## config.mk

```make
export PLATFORM = sky130hd
export DESIGN_NAME = timing_wheel_task_scheduler_top
export DESIGN_NICKNAME = d
export VERILOG_FILES = /design/src/design/twts_pkg.sv /design/src/design/timing_wheel_task_scheduler_top.sv
export VERILOG_INCLUDE_DIRS = /design/src /design/src/design
export SDC_FILE = /design/constraint.sdc
export NUM_CORES = 1
export LEC_CHECK = 0
export BUFFER_PORTS_ARGS = -buffer_cell sky130_fd_sc_hd__clkbuf_2
export CORE_ASPECT_RATIO = 0.9
export CORE_MARGIN = 8
export CORE_UTILIZATION = 55
export DETAILED_ROUTE_END_ITERATION = 10
export GPL_TIMING_DRIVEN = 0
export PLACE_DENSITY = 0.78
export SLEW_MARGIN = 15
export SYNTH_ARGS = -nofsm -noshare
export SYNTH_HDL_FRONTEND = slang
export SYNTH_SLANG_ARGS = --single-unit
```

## constraint.sdc

```tcl
create_clock -name clk -period 13.28 [get_ports clk]
set_input_delay 2.656 -clock clk [delete_from_list [all_inputs] [get_ports clk]]
set_output_delay 2.656 -clock clk [all_outputs]
set_load 0.03 [all_outputs]
```

## src/design/timing_wheel_task_scheduler_top_assert.svh

```systemverilog
// assertion macros for the timing wheel scheduler
// expects clk and arst_n in the scope of the module that uses them
`ifndef TIMING_WHEEL_TASK_SCHEDULER_TOP_ASSERT_SVH
`define TIMING_WHEEL_TASK_SCHEDULER_TOP_ASSERT_SVH

// condition holds in the same cycle
`define TWTS_ASSERT_NOW(lbl, ante, cons) \
	lbl: assert property (@(posedge clk) disable iff (!arst_n) (ante) |-> (cons)) \
		else $error("scheduler check failed");

// condition holds in the following cycle
`define TWTS_ASSERT_NEXT(lbl, ante, cons) \
	lbl: assert property (@(posedge clk) disable iff (!arst_n) (ante) |=> (cons)) \
		else $error("scheduler check failed");

`endif

```

## src/design/twts_pkg.sv

```systemverilog
// shared types and codes for the timing wheel task scheduler
// no dependencies
package twts_pkg;

	localparam int ID_W      = 4;
	localparam int PERIOD_W  = 16;
	localparam int ELAPSED_W = 16;

	typedef enum logic {
		CMD_TICK = 1'b0,
		CMD_ADD  = 1'b1
	} command_t;

	typedef struct packed {
		command_t            command;
		logic [ID_W-1:0]     task_id;
		logic [PERIOD_W-1:0] period;
	} request_t;

	typedef struct packed {
		logic [ID_W-1:0] fired_task;
		logic            last_fired;
	} result_t;

endpackage

```

## src/design/timing_wheel_task_scheduler_top.sv

```systemverilog
// hashed timing wheel scheduler with an overflow list, one task memory
// depends on twts_pkg and timing_wheel_task_scheduler_top_assert.svh
//
//  channel   ports                       handshake
//  -------   -------------------------   -------------------------------------
//  command   start, request, busy        word taken when start high, busy low
//  result    result_valid, result        one word per strobe cycle, no stall
//
// an add never holds the block: the task entry is written at the accept edge
// a tick walks the task memory: the walk reads one
//   task entry per cycle through the single read port, through two pipeline
//   stages, then a flush state and the return to idle
// results leave at most one per cycle in ascending task index, last marked
// no clearing pass after reset: task valid bits live in flops, the entry
//   memory itself holds nothing that is read before an add writes it
// the receiver cannot stall, so busy is the only back pressure
module timing_wheel_task_scheduler_top import twts_pkg::*; #(
	parameter int WHEEL_SLOTS = 64,
	parameter int NUM_TASKS   = 16
) (
	input  logic     clk,
	input  logic     arst_n,
	input  logic     start,
	input  request_t request,
	output logic     busy,
	output logic     result_valid,
	output result_t  result
);

	localparam int SLOT_W = $clog2(WHEEL_SLOTS);
	localparam int TIDX_W = (NUM_TASKS > 1) ? $clog2(NUM_TASKS) : 1;
	localparam int SUM_W  = PERIOD_W + 1;

	localparam logic [SUM_W-1:0]  WHEEL_SPAN = SUM_W'(WHEEL_SLOTS);
	localparam logic [SLOT_W:0]   SLOT_MOD   = (SLOT_W + 1)'(WHEEL_SLOTS);
	localparam logic [SLOT_W-1:0] LAST_SLOT  = SLOT_W'(WHEEL_SLOTS - 1);
	localparam logic [TIDX_W-1:0] LAST_TASK  = TIDX_W'(NUM_TASKS - 1);

	// one memory word per task
	typedef struct packed {
		logic [PERIOD_W-1:0]  period;
		logic [ELAPSED_W-1:0] elapsed;
		logic                 in_ovf;
		logic [SLOT_W-1:0]    slot;
	} entry_t;

	// entry plus the overflow arithmetic done one stage early
	typedef struct packed {
		entry_t               ent;
		logic                 is_due;
		logic                 is_near;
		logic [ELAPSED_W-1:0] e_low;
		logic [SLOT_W-1:0]    ahead;
	} ovf_eval_t;

	typedef enum logic [1:0] {
		ST_IDLE,
		ST_WALK,
		ST_FLUSH
	} state_t;

	// slot a given span ahead of a base slot, span below the wheel size
	function automatic logic [SLOT_W-1:0] slot_ahead(
		input logic [SLOT_W-1:0] base,
		input logic [SLOT_W-1:0] span
	);
		logic [SLOT_W:0] sum;
		sum = {1'b0, base} + {1'b0, span};
		if (sum >= SLOT_MOD) begin
			sum = sum - SLOT_MOD;
		end
		return sum[SLOT_W-1:0];
	endfunction

	state_t                 state_q;
	logic [SLOT_W-1:0]      pos_q;
	logic                   wrap_q;
	logic [TIDX_W-1:0]      rd_idx_q;
	logic                   rd_on_q;
	logic [NUM_TASKS-1:0]   task_valid_q;
	logic                   pend_valid_q;
	logic [TIDX_W-1:0]      pend_id_q;
	logic                   result_valid_q;
	result_t                result_q;

	logic                   valid_s1;
	logic [TIDX_W-1:0]      idx_s1;
	entry_t                 rd_data_s1;
	ovf_eval_t              eval_s1;

	logic                   valid_s2;
	logic [TIDX_W-1:0]      idx_s2;
	ovf_eval_t              eval_s2;

	entry_t                 mem [NUM_TASKS];
	logic                   mem_we;
	logic [TIDX_W-1:0]      mem_waddr;
	entry_t                 mem_wdata;

	logic                   accept;
	logic                   take_tick;
	logic                   take_add;
	logic [TIDX_W-1:0]      add_idx;
	entry_t                 add_entry;
	logic [SLOT_W-1:0]      pos_next;

	logic                   walk_fire;
	logic                   walk_write;
	entry_t                 walk_entry;

	// command decode
	assign busy      = (state_q != ST_IDLE);
	assign accept    = start && !busy;
	assign take_tick = accept && (request.command == CMD_TICK);
	// an add for a task index past the table is dropped
	assign take_add  = accept && (request.command == CMD_ADD) &&
		(int'(request.task_id) < NUM_TASKS);
	assign add_idx   = TIDX_W'(request.task_id);
	assign pos_next  = (pos_q == LAST_SLOT) ? '0 : pos_q + 1'b1;

	// placement of a fresh add: short periods land in the wheel, long ones overflow
	always_comb begin
		add_entry.period  = request.period;
		add_entry.elapsed = '0;
		add_entry.in_ovf  = ({1'b0, request.period} >= WHEEL_SPAN);
		add_entry.slot    = slot_ahead(pos_q, request.period[SLOT_W-1:0]);
	end

	// stage 1: overflow arithmetic on the entry just read
	always_comb begin
		logic [SUM_W-1:0] e;
		logic [SUM_W-1:0] per;
		logic [SUM_W-1:0] diff;
		e    = {1'b0, rd_data_s1.elapsed} + WHEEL_SPAN;
		per  = {1'b0, rd_data_s1.period};
		diff = per - e;
		eval_s1.ent     = rd_data_s1;
		eval_s1.is_due  = (e == per);
		// less than a full wheel of the period remains
		eval_s1.is_near = (e < per) && (diff < WHEEL_SPAN);
		eval_s1.e_low   = e[ELAPSED_W-1:0];
		eval_s1.ahead   = diff[SLOT_W-1:0];
	end

	// stage 2: overflow step on wrap, then the slot check and re-add
	always_comb begin
		walk_entry = eval_s2.ent;
		walk_fire  = 1'b0;
		walk_write = 1'b0;
		if (valid_s2 && task_valid_q[idx_s2]) begin
			if (wrap_q && walk_entry.in_ovf) begin
				walk_write = 1'b1;
				if (eval_s2.is_due) begin
					// fires straight from overflow and stays there
					walk_fire          = 1'b1;
					walk_entry.elapsed = '0;
				end else begin
					walk_entry.elapsed = eval_s2.e_low;
					if (eval_s2.is_near) begin
						// position is zero on wrap, so the slot is the span itself
						walk_entry.in_ovf = 1'b0;
						walk_entry.slot   = eval_s2.ahead;
					end
				end
			end
			if (!walk_entry.in_ovf && !walk_fire && (walk_entry.slot == pos_q)) begin
				walk_fire          = 1'b1;
				walk_write         = 1'b1;
				walk_entry.elapsed = '0;
				walk_entry.in_ovf  = ({1'b0, walk_entry.period} >= WHEEL_SPAN);
				walk_entry.slot    = slot_ahead(pos_q, walk_entry.period[SLOT_W-1:0]);
			end
		end
	end

	// one write port shared by adds (idle only) and the walk write-back
	always_comb begin
		if (take_add) begin
			mem_we    = 1'b1;
			mem_waddr = add_idx;
			mem_wdata = add_entry;
		end else begin
			mem_we    = walk_write;
			mem_waddr = idx_s2;
			mem_wdata = walk_entry;
		end
	end

	// task memory, registered read; each entry is read once per walk and written back at most once
	always_ff @(posedge clk) begin
		if (mem_we) begin
			mem[mem_waddr] <= mem_wdata;
		end
		rd_data_s1 <= mem[rd_idx_q];
	end

	// walk pipeline payload
	always_ff @(posedge clk) begin
		idx_s1  <= rd_idx_q;
		idx_s2  <= idx_s1;
		eval_s2 <= eval_s1;
	end

	// control, valid bits and the result register
	always_ff @(posedge clk or negedge arst_n) begin
		if (!arst_n) begin
			state_q        <= ST_IDLE;
			pos_q          <= '0;
			wrap_q         <= 1'b0;
			rd_idx_q       <= '0;
			rd_on_q        <= 1'b0;
			valid_s1       <= 1'b0;
			valid_s2       <= 1'b0;
			task_valid_q   <= '0;
			pend_valid_q   <= 1'b0;
			pend_id_q      <= '0;
			result_valid_q <= 1'b0;
			result_q       <= '0;
		end else begin
			result_valid_q <= 1'b0;
			valid_s1       <= rd_on_q;
			valid_s2       <= valid_s1;
			if (take_add) begin
				task_valid_q[add_idx] <= 1'b1;
			end
			unique case (state_q)
				ST_IDLE: begin
					if (take_tick) begin
						state_q  <= ST_WALK;
						pos_q    <= pos_next;
						wrap_q   <= (pos_next == '0);
						rd_idx_q <= '0;
						rd_on_q  <= 1'b1;
					end
				end
				ST_WALK: begin
					if (rd_on_q) begin
						if (rd_idx_q == LAST_TASK) begin
							rd_on_q <= 1'b0;
						end else begin
							rd_idx_q <= rd_idx_q + 1'b1;
						end
					end
					// hold one fired task back so the final one can be marked
					if (walk_fire) begin
						if (pend_valid_q) begin
							result_valid_q      <= 1'b1;
							result_q.fired_task <= ID_W'(pend_id_q);
							result_q.last_fired <= 1'b0;
						end
						pend_valid_q <= 1'b1;
						pend_id_q    <= idx_s2;
					end
					if (valid_s2 && (idx_s2 == LAST_TASK)) begin
						state_q <= ST_FLUSH;
					end
				end
				ST_FLUSH: begin
					if (pend_valid_q) begin
						result_valid_q      <= 1'b1;
						result_q.fired_task <= ID_W'(pend_id_q);
						result_q.last_fired <= 1'b1;
					end
					pend_valid_q <= 1'b0;
					state_q      <= ST_IDLE;
				end
				default: begin
					state_q <= ST_IDLE;
				end
			endcase
		end
	end

	assign result_valid = result_valid_q;
	assign result       = result_q;

	`include "timing_wheel_task_scheduler_top_assert.svh"

	// an add never holds the block
	`TWTS_ASSERT_NEXT(a_add_one_cycle, take_add, !busy)
	// a tick always starts a walk
	`TWTS_ASSERT_NEXT(a_tick_walks, take_tick, busy)
	// a result word only comes out of a walk
	`TWTS_ASSERT_NOW(a_result_from_walk, result_valid, $past(busy))
	// nothing follows the word marked last
	`TWTS_ASSERT_NEXT(a_last_ends, result_valid && result.last_fired, !result_valid)

endmodule

```

# After elaboration in Yosys (flattened, before gate mapping)
# Memories as Yosys holds them, arrays and structs flattened. A register that Yosys moved wholly into a read port is not among the register bits.
# Index checks and enable logic that the tools add are counted.
# W data, S select, Z words.
dict set report totals {
  in_bits 24
  romBits 0
  output_inout_bits 7
  ram_bits 624
  wordCells 129
  reg_bits 114
  latch_bits 0
  n_memories 1
}
dict set report op_classes {
  div 0
  mux 47
  shift 0
  n_addsub 8
  mul 0
  reduce_logical 25
  order_cmp 9
  eq_ne 14
  bitwise_logic 2
}
# memory depth width read_ports rd_clocked_by_memory_dff wr line
set memory_table {}
lappend memory_table {mem 16 39 1 1 1 timing_wheel_task_scheduler_top.sv:95} ;# entry_t mem [NUM_TASKS];
# op count
set ops {}
lappend ops {{$mux W23} 4}
lappend ops {{$mux W39} 1}
lappend ops {{$ge A16 B7 Y1 const B} 2}
lappend ops {{$mux W1} 19}
lappend ops {{$mux W6} 3}
lappend ops {{$add A16 B7 Y17 const B} 1}
lappend ops {{$eq A17 B16 Y1} 1}
lappend ops {{$lt A17 B16 Y1} 1}
lappend ops {{$lt A17 B7 Y1 const B} 1}
lappend ops {{$sub A16 B17 Y17} 1}
lappend ops {{$mux W16} 1}
lappend ops {{$mux W4} 4}
lappend ops {{$or A16 B16 Y16} 1}
lappend ops {{$mux W5} 3}
lappend ops {{$add A6 B6 Y7} 2}
lappend ops {{$ge A7 B7 Y1 const B} 2}
lappend ops {{$mux W7} 2}
lappend ops {{$ne A2 B2 Y1 const B} 7}
lappend ops {{$sub A6 B1 Y6 const B} 2}
lappend ops {{$logic_and A1 B1 Y1} 10}
lappend ops {{$lt A4 B5 Y1 const B} 2}
lappend ops {{$pmux W5 S2} 1}
lappend ops {{$reduce_and A2 Y1} 5}
lappend ops {{$eq A4 B4 Y1 const B} 2}
lappend ops {{other kinds (19)} 27}

# Longest topological paths before layout
# Gate-level depths: netlist of run 1.
dict set report logic_depth {
  ltp_word 12
  ltp_mapped 13
}

# Worst setup path after synthesis of run 1
# Ideal clock, no wire load.
dict set report synth_path {
  path_kind {in2reg}
  startpoint {in request[20] in the netlist's numbering}
  endpoint {mem mem[1][0] in the netlist's numbering, enable pin}
  n_path_buf 1
  setup_ns 0.448
  stages 5
  path_slack_ns 7.530
  arrival_time_ns 5.302
  required_ns 12.832
  path_cell_list {and3_1 -> clkbuf_1 -> nor4_1 -> nor2_1 -> a21oi_1}
}
dict set report synth_via {
  elab_chain_cells 4
  elab_cells_between_ends 5
  cone_classes {mux (4); reduce/logical (1)}
}
# element line
set synth_rtl {}
lappend synth_rtl {{from (decl)} timing_wheel_task_scheduler_top.sv:24} ;# input request_t request,
lappend synth_rtl {{$logic_and A1 B1 Y1 (*)} timing_wheel_task_scheduler_top.sv:116} ;# assign take_add = accept && (request.command == CMD_ADD) &&
lappend synth_rtl {{$mux W1} timing_wheel_task_scheduler_top.sv:178} ;# if (take_add) begin
lappend synth_rtl {{$mux W1} timing_wheel_task_scheduler_top.sv:191} ;# if (mem_we) begin
lappend synth_rtl {{$mux W1 (implied by the code)} timing_wheel_task_scheduler_top.sv:192} ;# mem[mem_waddr] <= mem_wdata;
lappend synth_rtl {{to (decl)} timing_wheel_task_scheduler_top.sv:95}
# Mark *: on every way between the ends. The rest lies on a longest branch, timed or not.

# Worst setup path in the final report of run 1
dict set report layout_path {
  startpoint {in request[20] in the netlist's numbering}
  endpoint {mem mem[1][14] in the netlist's numbering, enable pin}
}
# Same word-level chain as after synthesis.

==> impl_results.md, run 1 <==
* Total grt overflow at 0
* Number of vias per cell at 6.46
* Crit path DAT at roughly 5400 ps
* CTS Buf Count at 73
* Async SR Flop Fraction at 5.58%
* Clock latency on the worst-skew pair at 620 ps
* Hold Path Cell Cnt at 0
* Pin count of the biggest net entering global routing at 44
* Pwr Density at between 200 and 250 nW/um^2
* Post-DRT Antenna Nets at 0
* Most numerous cell in the Yosys netlist: edfxtp_1
* CP Capture Type: flip-flop
* Critical Path Source: request[20]
* Yosys top cell by area: edfxtp_1
* Setup CP Type: primary input to flip-flop
* Crit Path Max Fanout at 14
* Syn Nets at 1,581
* Least-Margin Pin Slew at 1160 ps
* Cell depth of the worst setup path at 7
* Core area at between 50,000 and 60,000 um^2
* Min cycle time layout at just over 5000 ps
* Mean post-synth cell area at roughly 20 um^2
* Reg2reg path depth at 12
* Layout cells sized above 1 at 24.4%
* FF-to-FF setup slack at 8990 ps
* First-pass GRT wire length at 106,000 um
* Htree depth at 3
* Fin. Hold Viols at 0
* RR Startpoint: eval_s2[30]
* Fmax at 0.196 GHz
* Ys flop type: edfxtp_1
* Yosys Warn Count at 0
* Mapped Area at 29,800 um^2
* Fin util at approximately 63%
* Root Buffer: clkbuf_16
* CP Buf/Inv Count at 3
* Iteration-0 DRC count of the detailed router at 2,327
* Clock buffer depth at 3
* DRT Pass-1 Iters at 7
* CTS tree: built
* DRC Markers at 0
* Vias in the first global route at 15,937
* Relative slew margins at 22.9%
* CP max-delay cell: a21oi_4
* Yosys reg bits at 771
* Die width at 261 um
* Sequential cell area fraction in the yosys report at 73.5%
* Initial antenna violation count at 1
* Number of synthesized flops with an enable pin at approximately 620
* Final GP Congestion at 0.910
* Layout net count at 1,712
* Largest stage delay, worst path at about 730 ps
* Die ar. at 61,900 um^2
* Run status: finished clean
* Port Buffers at 30
* Leakage at 11.3 nW
* Synth Instances at 1,527
* Io pins at 31
* Post-synth top cells: 624 x edfxtp_1, 198 x mux4_2, 104 x dfxtp_1
* Post-CTS Resized at 0
* Worst path required time at 13,580 ps
* Post-CTS Setup Bufs at 0
* HPWL after detailed placement at 43,500 um
* Synth cell types at 63
* Post-Route Setup TNS at 0 ps
* Starting Density at 55.3%
* Clk sink count at 771
* Row count at 81
* Die height at ~240 um
* Startpoint types: primary input
* Post-synth top area share at 62.9%
* Period Utilization, post-route at about 38%
* Clock transition at path regs at 70 ps
* Layout area overhead at 14.1%
* Hold_buf cts at 0
* Vias at between 15,000 and 20,000
* RSZ-0062 raised after global routing: false
* Final Non-Filler Cells at 2,424
* Wire length per cell at slightly below 30 um
* Most numerous cell on the critical path: buf_16
* Beginning of the worst hold path: eval_s1[24]
* Slew Limit Fails at 0
* WHS at 334 ps
* CP Cell Sequence: clkbuf_2 -> nand3_1 -> nor3_1 -> nor2_1 -> a21oi_4 -> buf_16 -> buf_16
* CP delay by family, top: simple AND/OR/NAND/NOR gates
* Maximum capacitance violations at 0
* Final wirelength at 72,300 um
* Max VDD drop at 0.116 mV
* Inserted Diodes at 0
* Top cells by area, synth: edfxtp_1 63%, mux4_2 15%, dfxtp_1 7.0%, dfrtp_1 3.6%, ha_1 1.1%
* Min-Delay Path Class: flip-flop to flip-flop
* Total Routing Usage GR at 23.6%
* Number of endpoints failing setup at the final stage at 0
* Cells after DPL at 2,287
* Clock Skew at ~19 ps
metal layers:
layer / part of all wire [%] / GRT usage [%]
met1: 40 / 34.4
met2: 46 / 35.6
met3: 9.9 / 4.71
met4: 3.4 / 8.16
met5: 0 / 0
path summary, 6_finish.rpt:
kind	to
min in group asynchronous	pend_id_q[1]
min	eval_s2[24]
max reg2reg	mem[1][14]
max in group asynchronous	pos_q[1]
min reg2reg	eval_s2[24]
max	mem[1][14]
registers in the layout, summed over array words and instances, names as in the netlist:
signal / cells
eval_s2: 57
idx_s2: 4
result_valid: 1
wrap_q: 1
pend_id_q: 4
valid_s2: 1
pend_valid_q: 1
rd_idx_q: 4
result: 5
task_valid_q: 16
mem: 624
state_q: 2
idx_s1: 4
rd_on_q: 1
eval_s1: 39
pos_q: 6
valid_s1: 1
placed cells by master, fill, tap and decap left out, drive strengths merged, types with 18 or more instances in the layout:
cell type  netlist  final
nand2           80     80
dfrtp           43     43
nand3           18     18
ha              27     27
buf             19     42
clkbuf          47    190
nor2            39     39
edfxtp         624    624
dfxtp          104    104
xnor2           30     30
mux4           198    198
o21ai           32     32
a21oi           47     47
clkinv           0     18
inv             42     43
power breakdown:
part / switching, W / total, W / internal [W]
clock: 0.000883 / 0.00211 / 0.00123
sequential: 0.000179 / 0.00332 / 0.00314
combinational: 0.00114 / 0.00190 / 0.000767
total: 0.00220 / 0.00733 / 0.00513
cell families (layout without fill, tap and decap cells):
group / Yosys count / in the layout / synth area share (%)
adders and majority gates: 35 / 35 / 1.50
AOI/OAI and AO/OA: 150 / 150 / 3.32
muxes: 218 / 218 / 15.7
DFF: 771 / 771 / 73.5
and+or+nand+nor: 202 / 202 / 3.18
buffers and inverters: 108 / 300 / 1.42
xor gates and xnor gates: 43 / 43 / 1.36
layout make-up:
cell class / count / area (um^2)
plain buffers: 66 / 278
clock buffers: 110 / 2230
well taps: 705 / 882
clock inverters: 26 / 231
multi-input cells: 648 / 7600
repair buffers: 56 / 716
inverters: 42 / 158
fillers: 3562 / 19900
flip-flops and latches: 771 / 21900
metrics by stage:
stage | total power (W) | setup slack (ps) | instance area, um^2
2_1_floorplan | 0.00459 | 7530 | 29800
3_3_place_gp | 0.00510 | 4330 | 30800
3_5_place_dp | 0.00521 | 7700 | 31500
4_1_cts | 0.00733 | 8300 | 34000
5_1_grt | 0.00760 | 8100 | 34000
6_report | 0.00733 | 8170 | 34000
(Power assumes the default switching activity.)
==> inputs of run 2 (changes only) <==
- PLACE_DENSITY: 0.78 -> 0.81
- clock period: 13.28 -> 4.1 ns (I/O delays scaled with it)
==> impl_results.md, run 2 (synthesis gave the netlist of run 1 again) <==
* CP Capture Type: flip-flop
* Clock latency on the worst-skew pair at 620 ps (about the same)
* Post-DRT Antenna Nets at 0 (unchanged)
* Vias at 16,040 (+2.4%)
* CP Buf/Inv Count at 3 (unchanged)
* HPWL after detailed placement at 44,500 um (+2.4%)
* Largest stage delay, worst path at 620 ps (-110 ps)
* Period Utilization, post-route at 97.6%
* CTS tree: built
* Pin count of the biggest net entering global routing at 44 (unchanged)
* Clk pwr share at 28.4% (-0.4 points)
* Top reg by flops: mem
* Commonest cells after routing, fill and taps aside: 624 x edfxtp_1, 198 x mux4_2, 104 x dfxtp_1
* Startpoint types: flip-flop
* Die width at 261 um (unchanged)
* Most common cell after layout, fill and taps aside: edfxtp_1
* Min-Delay Path Class: flip-flop to flip-flop
* Layout net count at 1,735 (+1.3%)
* Port Buffers at 30 (unchanged)
* Io pins at 31 (unchanged)
* CP Cell Sequence: clkbuf_1 -> nand2_1 -> o221ai_1 -> inv_1 -> o21ai_0 -> o2111ai_1 -> clkbuf_1 -> nor2_2 -> o21ai_0 -> nor2_2
* Die height at 237 um (unchanged)
* Reg2reg path depth at 10 (-2)
* Hold Path Cell Cnt at 0 (unchanged)
* DRT Pass-1 Iters at 8 (+1)
* Worst path required time at 4410 ps (-9170 ps)
* Final wirelength at 74,600 um (+3.2%)
* WHS at 332 ps (-1.77 ps)
* Wire length per cell at 30.5 um (+2.3%)
* Final GP Congestion at 0.950 (+4.3%)
* Htree depth at 3 (unchanged)
* RR Startpoint: idx_s2[2]
* CTS Buf Count at 71 (-2.7%)
* Worst Setup EP: mem[9][21]
* Maximum capacitance violations at 0 (unchanged)
* FF-to-FF setup slack at 100 ps (-8890 ps)
* Pwr Density at 691 nW/um^2 (+220%)
* Comb power frac at 26.3% (+0.4 points)
* Int Power at 0.0165 W (+220%)
* Clock buffer depth at 3 (unchanged)
* Largest register FFs at 624 (unchanged)
* Fmax at around 0.25 GHz
* Clock transition at path regs at 60 ps (about the same)
* Flop pwr share at 45.3% (about the same)
* Iteration-0 DRC count of the detailed router at 2,225 (-4.4%)
* Clk sink count at 771 (unchanged)
* Fin. Hold Viols at 0 (unchanged)
* Reg-to-reg endpoint: mem[9][21]
* Filler cell count in the final layout at 3,372 (-5.3%)
* Root Buffer: clkbuf_16
* Layout cells sized above 1 at 25.6% (+1.2 points)
* Area of the multi-input gates at 7650 um^2 (+0.67%)
* Run status: finished clean
* Least-Margin Pin Slew at 1200 ps (+45.7 ps)
* Post-Route Setup TNS at 0 ps (unchanged)
* Total grt overflow at 0 (unchanged)
* Layout area overhead at 15.1%
* Total Routing Usage GR at 23.9% (+0.32 points)
* Inserted Diodes at 0 (unchanged)
* Setup CP Type: flip-flop to flip-flop
* Min cycle time layout at 4000 ps
* Number of vias per cell at 6.56 (+1.5%)
* Cell depth of the worst setup path at 10 (+3)
* Core area at 53,900 um^2 (unchanged)
* Initial antenna violation count at 0 (-1)
* Crit Path Max Fanout at 16 (+2)
* DRC Markers at 0 (unchanged)
* Die ar. at 61,900 um^2 (unchanged)
* Critical Path Source: idx_s2[2]
* Max VDD drop at 0.371 mV (+220%)
* Clock Skew at 23.5 ps (+4.69 ps)
* Leakage at 11.4 nW (+1.1%)
* Relative slew margins at 19.9% (-3.0 points)
* P_sw at 0.00716 W (+230%)
* CP max-delay cell: nor2_2
* CP delay by family, top: simple AND/OR/NAND/NOR gates
* Vias in the first global route at 16,469 (+3.3%)
* Slew Limit Fails at 0 (unchanged)
* Number of endpoints failing setup at the final stage at 0 (unchanged)
* Switch share at 30.2% (+0.26 points)
* Crit path DAT at 4310 ps (-1100 ps)
* First-pass GRT wire length at 108,000 um (+1.9%)
* Row count at 81 (unchanged)
* Starting Density at 55.3% (unchanged)
* Reg area at 21,900 um^2 (unchanged)
[run 2: cell types whose count changed in the layout (fill, tap and decap cells not counted), sizes merged]
cell      before  now
clkinv        18   20
clkbuf       190  181
bufinv         3    5
clkinvlp       4    1
inv           43   46
buf           42   68
[run 2: worst min-delay path by stage]
| stage | from | to | slack, ps |
|---|---|---|---|
| after floorplan | eval_s1[24] | eval_s2[24] | 310 |
| after global placement | idx_s1[2] | idx_s2[2] | 310 |
| after detailed placement | eval_s1[30] | eval_s2[30] | 310 |
| after CTS | idx_s1[3] | idx_s2[3] | 330 |
| after global routing | idx_s1[3] | idx_s2[3] | 340 |
| final | idx_s1[3] | idx_s2[3] | 330 |
[run 2: layout make-up]
cell class | count | area share [%]
repair buffers | 81 | 3.08
multi-input cells | 648 | 22.3
plain buffers | 66 | 0.799
inverters | 42 | 0.460
well taps | 705 | 2.57
clock inverters | 30 | 0.814
clock buffers | 102 | 6.07
flip-flops and latches | 771 | 63.9
[run 2: what timing repair did]
action | CTS | global route
pin swaps | 0 | 1
hold buffers | 0 | 0
resized for setup | 4 | 11
setup endpoints to repair | 149 | 640
buffers inserted | 12 | 11
[run 2: worst register-to-register path, delay by kind of cell, from the launching register on]
family,cells,cell delay (ps)
buffers and inverters,3,860
AND/OR/NAND/NOR,3,1410
AO/OA/AOI/OAI,4,1100
flip-flops,1,340
[run 2: power by group through the flow]
stage | logic (W) | clock network (W) | registers, W
2_1_floorplan | 0.00428 | 0 | 0.0106
3_3_place_gp | 0.00563 | 0 | 0.0108
3_5_place_dp | 0.00598 | 0 | 0.0108
4_1_cts | 0.00610 | 0.00676 | 0.0107
5_1_grt | 0.00664 | 0.00705 | 0.0108
6_report | 0.00623 | 0.00673 | 0.0107
[run 2: metrics by stage]
step                      utilization (%)  instances  area [um^2]  setup WS [ps]  power (W)
after floorplan                         -       1527        29800           -472     0.0149
after global placement               57.2       2262        30800          -3220     0.0164
after detailed placement             58.5       2289        31600           -220     0.0168
after CTS                            63.2       2433        34100           4.99     0.0236
after global routing                 63.6       2445        34300          -97.0     0.0245
final                                63.6       2445        34300           97.3     0.0237
[run 2: per-layer routing]
metal  global-route usage, %  wire length [um]  up-vias
met5                       0                 0        -
met4                    8.54              2630        0
met3                    5.87              8250      199
met2                    37.9             36100     1100
met1                    32.4             27600     8301
li1                        -                 -     6440
==> inputs of run 3 (changes only) <==
- CORE_UTILIZATION: 55 -> 40
- PLACE_DENSITY: 0.81 -> 0.64
==> impl_results.md, run 3 (synthesis gave the netlist of run 1 again) <==
* Io pins at 31 (unchanged)
* CP Capture Type: flip-flop
* Crit path DAT at 4290 ps (-20 ps)
* Die width at 304 um (+16%)
* Layout cells sized above 1 at 26.4% (+0.80 points)
* Worst path required time at 4400 ps (about the same)
* Relative slew margins at 21.0% (+1.1 points)
* Most common cell after layout, fill and taps aside: edfxtp_1
* Port Buffers at 30 (unchanged)
* Flop pwr share at 45.3% (about the same)
* HPWL after detailed placement at 45,200 um (+1.5%)
* Pin count of the biggest net entering global routing at 44 (unchanged)
* Pwr Density at 680 nW/um^2 (-1.6%)
* Total grt overflow at 0 (unchanged)
* Final wirelength at 72,200 um (-3.3%)
* DRC Markers at 0 (unchanged)
* Least-Margin Pin Slew at 1190 ps (-16.7 ps)
* RR Startpoint: eval_s2[30]
* Reg-to-reg endpoint: mem[9][14]
* Wire length per cell at 26.5 um (-13%)
* Run status: finished clean
* Root Buffer: clkbuf_16
* Number of vias per cell at 5.62 (-14%)
* Post-Place Cell Area at 31,900 um^2 (+1.1%)
* Total Routing Usage GR at 17.0% (-7.0 points)
* CTS Buf Count at 72 (+1.4%)
* Setup CP Type: flip-flop to flip-flop
* Post-Route Setup TNS at 0 ps (unchanged)
* Number of endpoints failing setup at the final stage at 0 (unchanged)
* DRT Pass-1 Iters at 6 (-2)
* Top reg by flops: mem
* Inserted Diodes at 0 (unchanged)
* Starting Density at 40.2% (-15 points)
* Final setup margin at 108 ps (+10.3 ps)
* Fmax at 0.250 GHz (+0.26%)
* Crit Path Max Fanout at 20 (+4)
* Reg2reg path depth at 10 (unchanged)
* Switch share at 29.7% (-0.54 points)
* Worst Setup EP: mem[9][14]
* Commonest cells after routing, fill and taps aside: 624 x edfxtp_1, 198 x mux4_2, 104 x dfxtp_1
* Largest register FFs at 624 (unchanged)
* Initial antenna violation count at 0 (unchanged)
* Fin. Hold Viols at 0 (unchanged)
* Clock Skew at 24.3 ps (+0.783 ps)
* Post-DRT Antenna Nets at 0 (unchanged)
* Clock latency on the worst-skew pair at 620 ps (about the same)
* Max VDD drop at 0.418 mV (+13%)
* Row count at 95 (+17%)
* Die ar. at 83,500 um^2 (+35%)
* Layout net count at 1,749 (+0.81%)
* Filler cell count in the final layout at 6,133 (+82%)
* Int Power at 0.0166 W (+0.37%)
* Leakage at 11.5 nW (+0.68%)
* Core area at 74,200 um^2 (+38%)
* Pre-CTS setup slack at -41.9 ps (+179 ps)
* Startpoint types: flip-flop
* Final Instance Area at 34,700 um^2 (+1.2%)
* FF-to-FF setup slack at 110 ps (about the same)
* P_sw at 0.00701 W (-2.2%)
* First-pass GRT wire length at 104,000 um (-3.9%)
* Min-Delay Path Class: flip-flop to flip-flop
* Clk sink count at 771 (unchanged)
* Vias at 15,288 (-4.7%)
* Min cycle time layout at 3990 ps (-10.3 ps)
* Vias in the first global route at 15,218 (-7.6%)
* Final GP Congestion at 0.880 (-7.4%)
* Htree depth at 3 (unchanged)
* Iteration-0 DRC count of the detailed router at 1,895 (-15%)
* Clk pwr share at 28.6% (+0.2 points)
* Clock transition at path regs at 70 ps (about the same)
* Die height at 275 um (+16%)
* Maximum capacitance violations at 0 (unchanged)
* Slew Limit Fails at 0 (unchanged)
* Critical Path Source: eval_s2[30]
* Layout area overhead at 16.4%
* CTS tree: built
* Period Utilization, post-route at 97.4% (-0.25 points)
* Comb power frac at 26.1% (-0.2 points)
* Clock buffer depth at 3 (unchanged)
==> run 3: area by class of cell <==
type                       instances  area (um^2)  area share [%]
timing repair buffer              94         1100            3.17
multi-input combinational        648         7630            22.0
inverter                          42          158           0.455
clock buffer                     104         2120            6.10
clock inverter                    27          284           0.819
buffer                            66          277           0.797
sequential                       771        21900            63.1
tap                              970         1210            3.50
==> run 3: worst max-delay path, stage by stage, from the launching register on <==
cell       delay, ps
dfxtp_1          560
and4b_1          280
buf_6            150
mux2i_1          280
xnor2_1          150
a2111oi_4        480
nand2_4          170
a21o_1           330
o31ai_2          450
and2_4           500
buf_12           270
==> run 3: how the worst min path moves through the flow <==
stage,from,end,cells after the start
CTS,idx_s1[2],idx_s2[2],0
detailed placement,eval_s1[24],eval_s2[24],0
floorplan,eval_s1[24],eval_s2[24],0
global route,eval_s1[26],eval_s2[26],0
finish,eval_s1[26],eval_s2[26],0
global placement,idx_s1[2],idx_s2[2],0
==> run 3: power by group through the flow <==
| stage | Sequential (W) | Clock [W] | Combinational (W) |
|---|---|---|---|
| 2_1_floorplan | 0.0106 | 0 | 0.00428 |
| 3_3_place_gp | 0.0108 | 0 | 0.00579 |
| 3_5_place_dp | 0.0108 | 0 | 0.00606 |
| 4_1_cts | 0.0107 | 0.00685 | 0.00609 |
| 5_1_grt | 0.0108 | 0.00715 | 0.00667 |
| 6_report | 0.0107 | 0.00674 | 0.00615 |
==> run 3: through the flow <==
step | power, W | std cells | util (%) | hold WS (ps)
finish | 0.0236 | 2722 | 46.8 | 330
global route | 0.0246 | 2722 | 46.8 | 338
CTS | 0.0236 | 2688 | 46.3 | 330
detailed placement | 0.0169 | 2555 | 43.0 | 314
global placement | 0.0166 | 2527 | 42.0 | 313
floorplan | 0.0149 | 1527 | - | 310
==> run 3: what timing repair did <==
action | 4_1_cts | 5_1_grt
resized for setup | 1 | 9
pin swaps | 0 | 6
hold buffers | 0 | 0
setup endpoints to repair | 50 | 426
setup buffers | 2 | 32
==> run 3: layer usage <==
| layer | GRT usage [%] | vias up | part of all wire [%] |
|---|---|---|---|
| met5 | 0 | - | 0 |
| met4 | 4.56 | 0 | 2.3 |
| met3 | 3.86 | 107 | 8.0 |
| met2 | 26.5 | 620 | 47 |
| met1 | 24.0 | 8092 | 43 |
| li1 | - | 6469 | - |
